### src/rtl/tuning_command_frame_parser_unit_macros.svh
// Assertion macros used by the command frame parser RTL.
`ifndef TUNING_COMMAND_FRAME_PARSER_UNIT_MACROS_SVH
`define TUNING_COMMAND_FRAME_PARSER_UNIT_MACROS_SVH

`ifndef SYNTHESIS
// Same-cycle implication, sampled on clk, off during rst.
`define TCFP_ASSERT_IMP(label, ante, cons, msg) \
  label: assert property (@(posedge clk) disable iff (rst) (ante) |-> (cons)) \
    else $error(msg);
// Next-cycle implication, sampled on clk, off during rst.
`define TCFP_ASSERT_NXT(label, ante, cons, msg) \
  label: assert property (@(posedge clk) disable iff (rst) (ante) |=> (cons)) \
    else $error(msg);
`else
`define TCFP_ASSERT_IMP(label, ante, cons, msg)
`define TCFP_ASSERT_NXT(label, ante, cons, msg)
`endif

`endif

### src/rtl/tcfp_pkg.sv
// Types, character codes and decode functions for the command frame parser.
`default_nettype none
package tcfp_pkg;

  localparam int FrameLenDefault = 10;
  localparam int HdrLen          = 8;
  localparam int HdrAw           = $clog2(HdrLen);

  localparam logic [7:0] ChBang  = 8'h21;  // '!'
  localparam logic [7:0] ChHash  = 8'h23;  // '#'
  localparam logic [7:0] ChAt    = 8'h40;  // '@'
  localparam logic [7:0] ChEq    = 8'h3D;  // '='
  localparam logic [7:0] ChP     = 8'h50;
  localparam logic [7:0] ChA     = 8'h41;
  localparam logic [7:0] ChD     = 8'h44;
  localparam logic [7:0] ChDl    = 8'h64;  // 'd'
  localparam logic [7:0] ChL     = 8'h4C;
  localparam logic [7:0] ChI     = 8'h49;
  localparam logic [7:0] ChR     = 8'h52;
  localparam logic [7:0] ChIl    = 8'h69;  // 'i'
  localparam logic [7:0] ChOne   = 8'h31;
  localparam logic [7:0] ChTwo   = 8'h32;
  localparam logic [7:0] ChThree = 8'h33;

  typedef enum logic [3:0] {
    GAIN_NONE = 4'd0,
    GAIN_P    = 4'd1,
    GAIN_A    = 4'd2,
    GAIN_D    = 4'd3,
    GAIN_DL   = 4'd4,
    GAIN_L    = 4'd5,
    GAIN_I    = 4'd6,
    GAIN_R    = 4'd7,
    GAIN_IL   = 4'd8
  } gain_t;

  typedef enum logic [1:0] {
    OP_NONE     = 2'd0,
    OP_ASSIGN   = 2'd1,
    OP_INCREASE = 2'd2,
    OP_DECREASE = 2'd3
  } op_t;

  typedef struct packed {
    logic       vld;
    logic [7:0] data;
  } byte_stage_t;

  typedef struct packed {
    logic        frame_valid;
    logic [3:0]  gain_select;
    logic [1:0]  operation;
    logic [31:0] value_bits;
  } result_t;

  typedef struct packed {
    logic taken;
    logic push;
  } core_ctl_t;

  function automatic gain_t decode_gain(input logic [7:0] c);
    gain_t g;
    case (c)
      ChP:     g = GAIN_P;
      ChA:     g = GAIN_A;
      ChD:     g = GAIN_D;
      ChDl:    g = GAIN_DL;
      ChL:     g = GAIN_L;
      ChI:     g = GAIN_I;
      ChR:     g = GAIN_R;
      ChIl:    g = GAIN_IL;
      default: g = GAIN_NONE;
    endcase
    return g;
  endfunction

  function automatic op_t decode_op(input logic [7:0] c);
    op_t o;
    case (c)
      ChOne:   o = OP_ASSIGN;
      ChTwo:   o = OP_INCREASE;
      ChThree: o = OP_DECREASE;
      default: o = OP_NONE;
    endcase
    return o;
  endfunction

endpackage
`default_nettype wire

### src/rtl/tcfp_byte_if.sv
// Valid/ready channel carrying one received serial byte per word.
`default_nettype none
interface tcfp_byte_if;
  logic       valid;
  logic       ready;
  logic [7:0] rx_byte;

  modport source (output valid, output rx_byte, input ready);
  modport sink (input valid, input rx_byte, output ready);
endinterface
`default_nettype wire

### src/rtl/tcfp_result_if.sv
// Valid/ready channel carrying one decoded command frame per word.
`default_nettype none
interface tcfp_result_if;
  logic        valid;
  logic        ready;
  logic        frame_valid;
  logic [3:0]  gain_select;
  logic [1:0]  operation;
  logic [31:0] value_bits;

  modport source (
    output valid, output frame_valid, output gain_select, output operation,
    output value_bits, input ready
  );
  modport sink (
    input valid, input frame_valid, input gain_select, input operation,
    input value_bits, output ready
  );
endinterface
`default_nettype wire

### src/rtl/tcfp_in_stage.sv
// Input register holding the next received byte for the frame core.
`default_nettype none
module tcfp_in_stage
  import tcfp_pkg::*;
(
  input  logic        clk,
  input  logic        rst,
  tcfp_byte_if.sink   rx,
  input  logic        taken,
  output byte_stage_t stage
);

  byte_stage_t stage_q;

  assign rx.ready = !stage_q.vld || taken;
  assign stage    = stage_q;

  always_ff @(posedge clk) begin
    if (rst) begin
      stage_q.vld <= 1'b0;
    end else if (rx.valid && rx.ready) begin
      stage_q.vld <= 1'b1;
    end else if (taken) begin
      stage_q.vld <= 1'b0;
    end
    if (rx.valid && rx.ready) begin
      stage_q.data <= rx.rx_byte;
    end
  end

endmodule
`default_nettype wire

### src/rtl/tcfp_frame_core.sv
// Frame buffer, write index and combinational frame check and decode.
`default_nettype none
`include "tuning_command_frame_parser_unit_macros.svh"
module tcfp_frame_core
  import tcfp_pkg::*;
#(
  parameter int FRAME_LEN = FrameLenDefault
) (
  input  logic        clk,
  input  logic        rst,
  input  byte_stage_t stage,
  input  logic        out_free,
  output core_ctl_t   ctl,
  output result_t     res
);

  localparam int IdxW = $clog2(FRAME_LEN + 1);

  logic [IdxW-1:0] write_index;
  logic [IdxW-1:0] write_index_next;
  logic            prev_bang;
  logic            prev_bang_next;
  logic [7:0]      hdr [HdrLen];
  logic [7:0]      eff [HdrLen];

  logic at_full;
  logic complete;
  logic step;
  logic hdr_wr;
  logic good;

  assign at_full  = write_index == IdxW'(FRAME_LEN);
  assign complete = stage.vld && !at_full && (write_index != '0) && prev_bang &&
                    (stage.data == ChHash);
  assign step     = stage.vld && (!complete || out_free);
  assign hdr_wr   = step && (write_index < IdxW'(HdrLen));

  assign ctl.taken = step;
  assign ctl.push  = complete && out_free;

  // Header bytes as they stand once the current byte is stored.
  always_comb begin
    for (int k = 0; k < HdrLen; k++) begin
      eff[k] = (write_index == IdxW'(k)) ? stage.data : hdr[k];
    end
  end

  assign good = (write_index == IdxW'(FRAME_LEN - 1)) && (eff[0] == ChAt) &&
                (eff[3] == ChEq);

  always_comb begin
    res.frame_valid = good;
    res.gain_select = good ? decode_gain(eff[1]) : GAIN_NONE;
    res.operation   = good ? decode_op(eff[2]) : OP_NONE;
    res.value_bits  = good ? {eff[7], eff[6], eff[5], eff[4]} : 32'd0;
  end

  always_comb begin
    write_index_next = write_index;
    prev_bang_next   = prev_bang;
    if (step) begin
      if (at_full || complete) begin
        write_index_next = '0;
        prev_bang_next   = 1'b0;
      end else begin
        write_index_next = write_index + 1'b1;
        prev_bang_next   = stage.data == ChBang;
      end
    end
  end

  always_ff @(posedge clk) begin
    if (rst) begin
      write_index <= '0;
      prev_bang   <= 1'b0;
    end else begin
      write_index <= write_index_next;
      prev_bang   <= prev_bang_next;
    end
  end

  always_ff @(posedge clk) begin
    if (hdr_wr) begin
      hdr[write_index[HdrAw-1:0]] <= stage.data;
    end
  end

  `TCFP_ASSERT_IMP(a_index_range, 1'b1, write_index <= IdxW'(FRAME_LEN), "index past full")
  `TCFP_ASSERT_NXT(a_push_clears, ctl.push, write_index == '0 && !prev_bang, "no clear")
  `TCFP_ASSERT_IMP(a_push_room, ctl.push, out_free && ctl.taken, "push without room")
  `TCFP_ASSERT_IMP(a_bad_zero, ctl.push && !res.frame_valid,
                   res.gain_select == GAIN_NONE && res.operation == OP_NONE &&
                   res.value_bits == 32'd0, "bad frame fields")

endmodule
`default_nettype wire

### src/rtl/tcfp_out_stage.sv
// Result register presenting decoded frames to the downstream sink.
`default_nettype none
module tcfp_out_stage
  import tcfp_pkg::*;
(
  input  logic          clk,
  input  logic          rst,
  input  logic          push,
  input  result_t       res,
  output logic          out_free,
  tcfp_result_if.source cmd
);

  logic    vld;
  result_t res_q;

  assign out_free        = !vld || cmd.ready;
  assign cmd.valid       = vld;
  assign cmd.frame_valid = res_q.frame_valid;
  assign cmd.gain_select = res_q.gain_select;
  assign cmd.operation   = res_q.operation;
  assign cmd.value_bits  = res_q.value_bits;

  always_ff @(posedge clk) begin
    if (rst) begin
      vld <= 1'b0;
    end else if (push) begin
      vld <= 1'b1;
    end else if (cmd.ready) begin
      vld <= 1'b0;
    end
    if (push) begin
      res_q <= res;
    end
  end

endmodule
`default_nettype wire

### src/rtl/tuning_command_frame_parser_unit.sv
// Top level of the fixed-length ASCII tuning command frame parser.
// Accepts one byte word per cycle. Each byte passes an input register, then
// the frame core checks and decodes it combinationally, and the decoded frame
// word is held in a result register, from which it is presented downstream.
// Intake stalls only while a finished frame waits in a full result register.
// Frames are FRAME_LEN bytes: '@', gain letter, operation digit, '=',
// four value bytes (first one lowest), then '!' and '#'. A byte arriving when
// the buffer is already full is dropped and restarts the frame.
`default_nettype none
module tuning_command_frame_parser_unit
  import tcfp_pkg::*;
#(
  parameter int FRAME_LEN = FrameLenDefault
) (
  input  logic          clk,
  input  logic          rst,
  tcfp_byte_if.sink     rx,
  tcfp_result_if.source cmd
);

  byte_stage_t stage;
  core_ctl_t   ctl;
  result_t     res;
  logic        out_free;

  tcfp_in_stage u_in (
    .clk   (clk),
    .rst   (rst),
    .rx    (rx),
    .taken (ctl.taken),
    .stage (stage)
  );

  tcfp_frame_core #(
    .FRAME_LEN (FRAME_LEN)
  ) u_core (
    .clk      (clk),
    .rst      (rst),
    .stage    (stage),
    .out_free (out_free),
    .ctl      (ctl),
    .res      (res)
  );

  tcfp_out_stage u_out (
    .clk      (clk),
    .rst      (rst),
    .push     (ctl.push),
    .res      (res),
    .out_free (out_free),
    .cmd      (cmd)
  );

endmodule
`default_nettype wire

### src/flat_wrapper.sv
// flat-port wrapper written by rule: the top's interface ports become plain ports
module tuning_command_frame_parser_unit_flat import tcfp_pkg::*;
#(
  parameter int FRAME_LEN = FrameLenDefault
)
  (clk, rst, rx_valid, rx_rx_byte, rx_ready, cmd_valid, cmd_frame_valid, cmd_gain_select, cmd_operation, cmd_value_bits, cmd_ready);
  tcfp_byte_if rx_i ();
  tcfp_result_if cmd_i ();
  input  logic clk;
  input  logic rst;
  input wire logic [$bits(rx_i.valid)-1:0] rx_valid;
  input wire logic [$bits(rx_i.rx_byte)-1:0] rx_rx_byte;
  output wire logic [$bits(rx_i.ready)-1:0] rx_ready;
  output wire logic [$bits(cmd_i.valid)-1:0] cmd_valid;
  output wire logic [$bits(cmd_i.frame_valid)-1:0] cmd_frame_valid;
  output wire logic [$bits(cmd_i.gain_select)-1:0] cmd_gain_select;
  output wire logic [$bits(cmd_i.operation)-1:0] cmd_operation;
  output wire logic [$bits(cmd_i.value_bits)-1:0] cmd_value_bits;
  input wire logic [$bits(cmd_i.ready)-1:0] cmd_ready;
  assign rx_i.valid = rx_valid;
  assign rx_i.rx_byte = rx_rx_byte;
  assign rx_ready = rx_i.ready;
  assign cmd_valid = cmd_i.valid;
  assign cmd_frame_valid = cmd_i.frame_valid;
  assign cmd_gain_select = cmd_i.gain_select;
  assign cmd_operation = cmd_i.operation;
  assign cmd_value_bits = cmd_i.value_bits;
  assign cmd_i.ready = cmd_ready;
  tuning_command_frame_parser_unit #(.FRAME_LEN(FRAME_LEN)) u_core (.clk(clk), .rst(rst), .rx(rx_i), .cmd(cmd_i));
endmodule
### config.mk
export PLATFORM = sky130hd
export DESIGN_NAME = tuning_command_frame_parser_unit_flat
export DESIGN_NICKNAME = d
export VERILOG_FILES = /design/src/rtl/tcfp_pkg.sv /design/src/rtl/tcfp_byte_if.sv /design/src/rtl/tcfp_result_if.sv /design/src/rtl/tcfp_in_stage.sv /design/src/rtl/tcfp_frame_core.sv /design/src/rtl/tcfp_out_stage.sv /design/src/rtl/tuning_command_frame_parser_unit.sv /design/src/flat_wrapper.sv
export VERILOG_INCLUDE_DIRS = /design/src /design/src/rtl
export SDC_FILE = /design/constraint.sdc
export NUM_CORES = 1
export LEC_CHECK = 0
export ABC_AREA = 1
export BUFFER_PORTS_ARGS = -buffer_cell sky130_fd_sc_hd__buf_2
export CAP_MARGIN = 20
export CORE_MARGIN = 8
export CORE_UTILIZATION = 52
export CTS_CLUSTER_SIZE = 12
export DETAILED_ROUTE_END_ITERATION = 12
export PLACE_DENSITY = 0.84
export SYNTH_ARGS = -nofsm -noshare
export SYNTH_HDL_FRONTEND = slang
export SYNTH_SLANG_ARGS = --single-unit
### constraint.sdc
create_clock -name clk -period 3.07 [get_ports clk]
set_input_delay 0.7675 -clock clk [delete_from_list [all_inputs] [get_ports clk]]
set_output_delay 0.7675 -clock clk [all_outputs]
set_load 0.02 [all_outputs]
==> results of run 1 <==
worst paths after layout:
kind | startpoint | end | cells after the start
setup / recovery | u_core.u_core.write_index[0]$_SDFFE_PP0N_ | rx_ready | 7
hold / removal | rx_rx_byte[2] | u_core.u_in.stage[2]$_DFFE_PP_ | 1
setup reg to reg | u_core.u_core.write_index[0]$_SDFFE_PP0N_ | u_core.u_core.hdr[3][7]$_DFFE_PP_ | 10
hold reg to reg | u_core.u_core.prev_bang$_SDFFE_PP0N_ | u_core.u_core.prev_bang$_SDFFE_PP0N_ | 2
registers in the layout, summed over array words and instances, names as in the netlist:
register	flops
u_core.u_in.stage	9
u_core.u_core.write_index	4
u_core.u_out.cmd.gain_select	4
u_core.u_core.prev_bang	1
u_core.u_out.cmd.valid	1
u_core.u_out.cmd.value_bits	32
u_core.u_out.cmd.operation	2
u_core.u_out.cmd.frame_valid	1
u_core.u_core.hdr	64
synth_stat cells (all sizes together):
cell,instances
a21oi,4
a31oi,3
and3,1
buf,6
clkinv,1
dfxtp,7
edfxtp,111
ha,4
inv,55
nand2,77
nand3,20
nand3b,2
nand4,2
nor2,71
nor3,5
nor3b,1
nor4,2
o21ai,5
cell families after synthesis:
kind of cell	count (synthesis)	share of synthesized area (%)
buf+inv	62	5.819
simple gates	181	17.22
flops	118	74.44
compound gates	12	1.448
fa+ha+maj	4	1.073
power by group through the flow:
stage	clock network, W	logic (W)	registers [W]
after floorplan	0	0.0000642	0.00183
after global placement	0	0.000118	0.00183
after detailed placement	0	0.000123	0.00183
after CTS	0.00197	0.000125	0.00180
after global routing	0.00203	0.000139	0.00180
final	0.00194	0.000126	0.00180
metrics by stage:
stage               total power [W]  std cells
floorplan                  0.001897        377
global placement           0.001944        540
detailed placement         0.001951        540
CTS                        0.003887        572
global route               0.003965        574
finish                     0.003856        574
per-layer routing:
| layer | global-route usage (%) | wire (microns) | vias to the layer above |
|---|---|---|---|
| met3 | 7.305 | 888 | 20 |
| met5 | 0 | 0 | - |
| met2 | 24.44 | 4336 | 161 |
| met1 | 17.07 | 3555 | 1377 |
| met4 | 7.297 | 225 | 0 |
| li1 | - | - | 1406 |
final cells by class:
class | count | area (sq um)
Fill cell | 603 | 3035
Inverter | 56 | 214.0
Tap cell | 108 | 135.1
Clock inverter | 15 | 177.7
Clock buffer | 17 | 414.1
Sequential cell | 118 | 3473
Multi-Input combinational cell | 197 | 928.4
Timing Repair Buffer | 63 | 342.8
critical path: stages (launching register included):
cell	delay (ns)
dfxtp_1	0.41
clkinvlp_4	0.21
ha_1	0.28
nand3_2	0.12
nand2_1	0.10
nor2_4	0.17
nand3_4	0.13
buf_2	0.20
==> results.py, run 1 <==
metrics = {
    "power_and_ir_drop": {
        "pwr-share-clk_pct": 50.2,
        "seq_power_share_pct": 46.6,
        "power_leakage_nw": 2.348,
        "switchingPower_w": 0.0008022,
        "cellPowerDensity_nw_per_um2": 678.3,
        "p_int_w": 0.003054,
        "combPwrFrac_pct": 3.3,
        "swShare_pct": 20.80,
        "ir_drop_mv": 0.4491,
    },
    "placement": {
        "port_buffers": 52,
        "hpwl_microns": 5843,
        "place.gp.congestion": 0.9454,
        "dp_slack_ns": 0.4617,
        "placed_cell_area_sq_um": 5075,
    },
    "drt": {
        "viasPerCell": 5.164,
        "initialDrtViolationCount": 272,
        "vias": 2964,
        "ant_nets": 0,
        "routedWlPerCell_microns": 15.69,
        "wirelength_microns": 9004,
        "drcViolationCount": 0,
        "drt_pass1_iterations": 5,
    },
    "timing": {
        "setup_violations": 0,
        "finalClockSkew_ns": 0.007185,
        "slew_headroom_pct": 35.82,
        "tightest_slew_ns": 0.9553,
        "rsz0062_at_grt": "no",
        "setup_tns_ns": 0,
        "hold_viol": 0,
        "final.setup.worst_slack_ns": 0.1666,
        "final_max_slew_viol_count": 0,
        "post-route-period-util_pct": 94.57,
        "min_period_ns": 2.903,
        "hold_ws_ns": 0.4235,
        "max_freq_mhz": 344.4,
    },
    "synthesis": {
        "synth_cell_types": 28,
        "synth_area_sq_um": 4666,
        "yosys-top-cells-area": "edfxtp_1 71%, nand2_1 5.8%, nor2_1 5.5%",
        "yosysTopAreaCellShare_pct": 71.44,
        "yosysSeqAreaShare_pct": 74.44,
        "synth_cells": 377,
        "ys_seq_elements": 118,
        "syn_nets": 393,
        "syn_area_per_cell_sq_um": 12.38,
        "synth.largest_area_cell": "edfxtp_1",
        "yosysWarnings": 0,
    },
    "critical_path": {
        "crit_arrival_ns": 2.14,
        "crit_fanout": 9,
        "timing_worst_setup_path_type": "flop to output port",
        "critPathLaunchType": "flop",
        "worstSetupEndpointType": "output port",
        "reg2reg_setup_slack_ns": 0.55,
        "cp.required_ns": 2.30,
    },
    "grt": {
        "overflow": 0,
        "grt_use_total_pct": 15.39,
        "grt_max_degree": 41,
        "grt_antenna_before_repair": 0,
        "grt_pass1_wl_microns": 14770,
        "grt_pass1_vias": 3004,
    },
    "final_layout": {
        "design_area_sq_um": 5685,
        "final_cell_mix": "111 x edfxtp_1, 72 x nand2_1, 67 x nor2_1, 53 x inv_1, 52 x buf_2",
        "area_growth_pct": 21.86,
        "final_common_cell": "edfxtp_1",
        "final_layout_size_suffix_gt1_share_pct": 23.82,
        "finalNetCount": 469,
        "final_util_pct": 65.19,
        "antenna_cells": 0,
    },
    "die": {
        "initial_core_util_pct": 53.50,
        "core-area_sq_um": 8721,
        "die-area_sq_um": 12260,
        "io-pin-count": 53,
        "std_cell_rows": 34,
        "dieWidth_microns": 110.7,
        "fp.dieH_microns": 110.7,
    },
    "clock_network": {
        "cts_sinks": 118,
        "post_cts.repair.setup_buffers": 0,
        "cts_buffers": 17,
        "cts_hold_buffers": 0,
        "clockBufferDepth": 2,
        "postCtsResizedCells": 0,
        "root_buffer": "clkbuf_8",
        "clk_pin_slew_ns": 0.06,
        "cts_tree": "built",
        "clk_latency_ns": 0.52,
        "h-tree-depth": 4,
    },
    "hold_path": {
        "hold_class": "input pin to flop",
    },
    "outcome": {
        "status": "complete, no violations",
    },
    "flow_run": {
        "maxCapViolCount": 0,
    },
}
Power figures use the tool's default switching activity.
==> run 2: changes to the inputs <==
--- a/config.mk
+++ b/config.mk
@@ -14,6 +14,7 @@
 export CTS_CLUSTER_SIZE = 12
 export DETAILED_ROUTE_END_ITERATION = 12
 export PLACE_DENSITY = 0.84
+export REMOVE_ABC_BUFFERS = 1
 export SYNTH_ARGS = -nofsm -noshare
 export SYNTH_HDL_FRONTEND = slang
 export SYNTH_SLANG_ARGS = --single-unit
==> results.py, run 2 (synthesis results as in run 1) <==
metrics = {
    "final_layout": {
        "area_growth_pct": 21.88,
        "finalNetCount": 470,
        "final_cell_mix": "111 x edfxtp_1, 72 x nand2_1, 67 x nor2_1, 53 x inv_1, 53 x buf_2",
        "antenna_cells": 0,
        "largest_reg_flops": 64,
        "final_util_pct": 65.21,
        "final_common_cell": "edfxtp_1",
        "final_layout_size_suffix_gt1_share_pct": 23.77,
    },
    "timing": {
        "min_period_ns": 2.937,
        "finalClockSkew_ns": 0.007801,
        "max_freq_mhz": 340.5,
        "rsz0062_at_grt": "no",
        "post-route-period-util_pct": 95.66,
        "hold_viol": 0,
        "final_max_slew_viol_count": 0,
        "final.setup.worst_slack_ns": 0.1331,
        "tightest_slew_ns": 0.9586,
        "setup_violations": 0,
        "slew_headroom_pct": 35.60,
    },
    "critical_path": {
        "cp.required_ns": 2.30,
        "max_stage_delay_ns": 0.37,
        "reg2reg_setup_slack_ns": 0.53,
        "worst-path-buf-inv": 2,
        "cpLargestDelayFamily": "simple AND/OR/NAND/NOR gates",
        "rr_endpoint": "u_core.u_core.hdr[3][7]$_DFFE_PP_",
        "worstSetupEndpointType": "output port",
        "rr_worst_depth": 10,
        "path_cells": "clkinv_1 -> ha_1 -> nand3_2 -> nand2_1 -> nor2_4 -> nand3_4 -> buf_2",
        "regToRegStartpoint": "u_core.u_core.write_index[0]$_SDFFE_PP0N_",
        "crit_fanout": 9,
        "crit_arrival_ns": 2.17,
        "critPathLaunchType": "flop",
        "timing_worst_setup_path_type": "flop to output port",
        "crit_slowest_cell": "dfxtp_1",
    },
    "grt": {
        "grt_max_degree": 41,
        "grt_use_total_pct": 15.31,
        "grt_antenna_before_repair": 0,
        "grt_pass1_wl_microns": 14720,
        "overflow": 0,
        "grt_pass1_vias": 3036,
    },
    "drt": {
        "routedWlPerCell_microns": 15.59,
        "initialDrtViolationCount": 260,
        "wirelength_microns": 8966,
        "ant_nets": 0,
        "drcViolationCount": 0,
        "drt_pass1_iterations": 5,
        "vias": 2942,
        "viasPerCell": 5.117,
    },
    "placement": {
        "place.gp.congestion": 0.9379,
        "port_buffers": 52,
        "dp_slack_ns": 0.4534,
        "hpwl_microns": 5835,
    },
    "clock_network": {
        "clockBufferDepth": 2,
        "post_cts.repair.setup_buffers": 0,
        "clk_latency_ns": 0.52,
        "cts_tree": "built",
        "cts_hold_buffers": 0,
        "h-tree-depth": 4,
        "root_buffer": "clkbuf_8",
        "clk_pin_slew_ns": 0.06,
        "postCtsResizedCells": 0,
        "cts_buffers": 17,
        "cts_sinks": 118,
    },
    "hold_path": {
        "whs_path_depth": 1,
        "worstHoldStart": "rx_rx_byte[7]",
        "hold_class": "input pin to flop",
        "hold_end": "u_core.u_in.stage[7]$_DFFE_PP_",
    },
    "power_and_ir_drop": {
        "cellPowerDensity_nw_per_um2": 679.8,
        "ir_drop_mv": 0.4891,
        "power_leakage_nw": 2.355,
    },
    "outcome": {
        "status": "complete, no violations",
    },
    "die": {
        "dieWidth_microns": 110.7,
        "std_cell_rows": 34,
        "die-area_sq_um": 12260,
        "core-area_sq_um": 8721,
        "fp.dieH_microns": 110.7,
        "io-pin-count": 53,
        "initial_core_util_pct": 53.50,
    },
    "flow_run": {
        "maxCapViolCount": 0,
    },
}
==> run 2: cell type report <==
class / count / area [sq um]
inverter: 56 / 210.2
sequential: 118 / 3473
clock buffer: 17 / 414.1
tap: 108 / 135.1
multi-input combinational: 197 / 928.4
clock inverter: 15 / 177.7
timing repair buffer: 64 / 347.8
fill: 613 / 3034
==> run 2: worst max-delay path by stage <==
stage / from / end / slack, ns / depth (start not counted)
2_1_floorplan: u_core.u_core.write_index[0]$_SDFFE_PP0N_ / u_core.u_out.cmd.frame_valid$_DFFE_PP_ / -0.29 / 7
6_report: u_core.u_core.write_index[0]$_SDFFE_PP0N_ / rx_ready / 0.13 / 7
3_3_place_gp: cmd_ready / u_core.u_core.hdr[5][6]$_DFFE_PP_ / 0.61 / 7
5_1_grt: u_core.u_core.write_index[0]$_SDFFE_PP0N_ / rx_ready / 0.02 / 7
3_5_place_dp: u_core.u_core.write_index[0]$_SDFFE_PP0N_ / u_core.u_core.hdr[5][2]$_DFFE_PP_ / 0.45 / 10
4_1_cts: u_core.u_core.write_index[0]$_SDFFE_PP0N_ / rx_ready / 0.14 / 7
==> run 2: where the power goes <==
group	internal [W]	switching (W)
clock network	0.00124	0.000708
registers	0.00178	0.0000109
logic	0.0000381	0.0000903
total	0.00306	0.000809
==> run 2: per-layer routing <==
metal | global-route usage (%) | wire [microns]
met3 | 5.952 | 689
met4 | 8.919 | 313
met1 | 17.80 | 3802
met5 | 0 | 0
met2 | 23.61 | 4161
==> run 2: worst register-to-register path, stage by stage (launching register included) <==
cell and delay [ns]:
dfxtp_1 0.33, clkinv_1 0.17, ha_1 0.24, nand3_2 0.14, nand2_1 0.14, nor2_4 0.06
nand3_4 0.10, nand2_4 0.09, inv_2 0.10, nand2_2 0.07, nor3_1 0.74
==> run 2: metrics by stage <==
step	TNS (ns)	area (sq um)	hold WS (ns)	std cells	power [W]
floorplan	-11.61	4604	0.4337	371	0.001894
finish	0	5687	0.4226	575	0.003866
global placement	0	5082	0.4607	541	0.001944
CTS	0	5674	0.4122	573	0.003886
detailed placement	0	5082	0.4662	541	0.001951
global route	0	5687	0.4039	575	0.003971
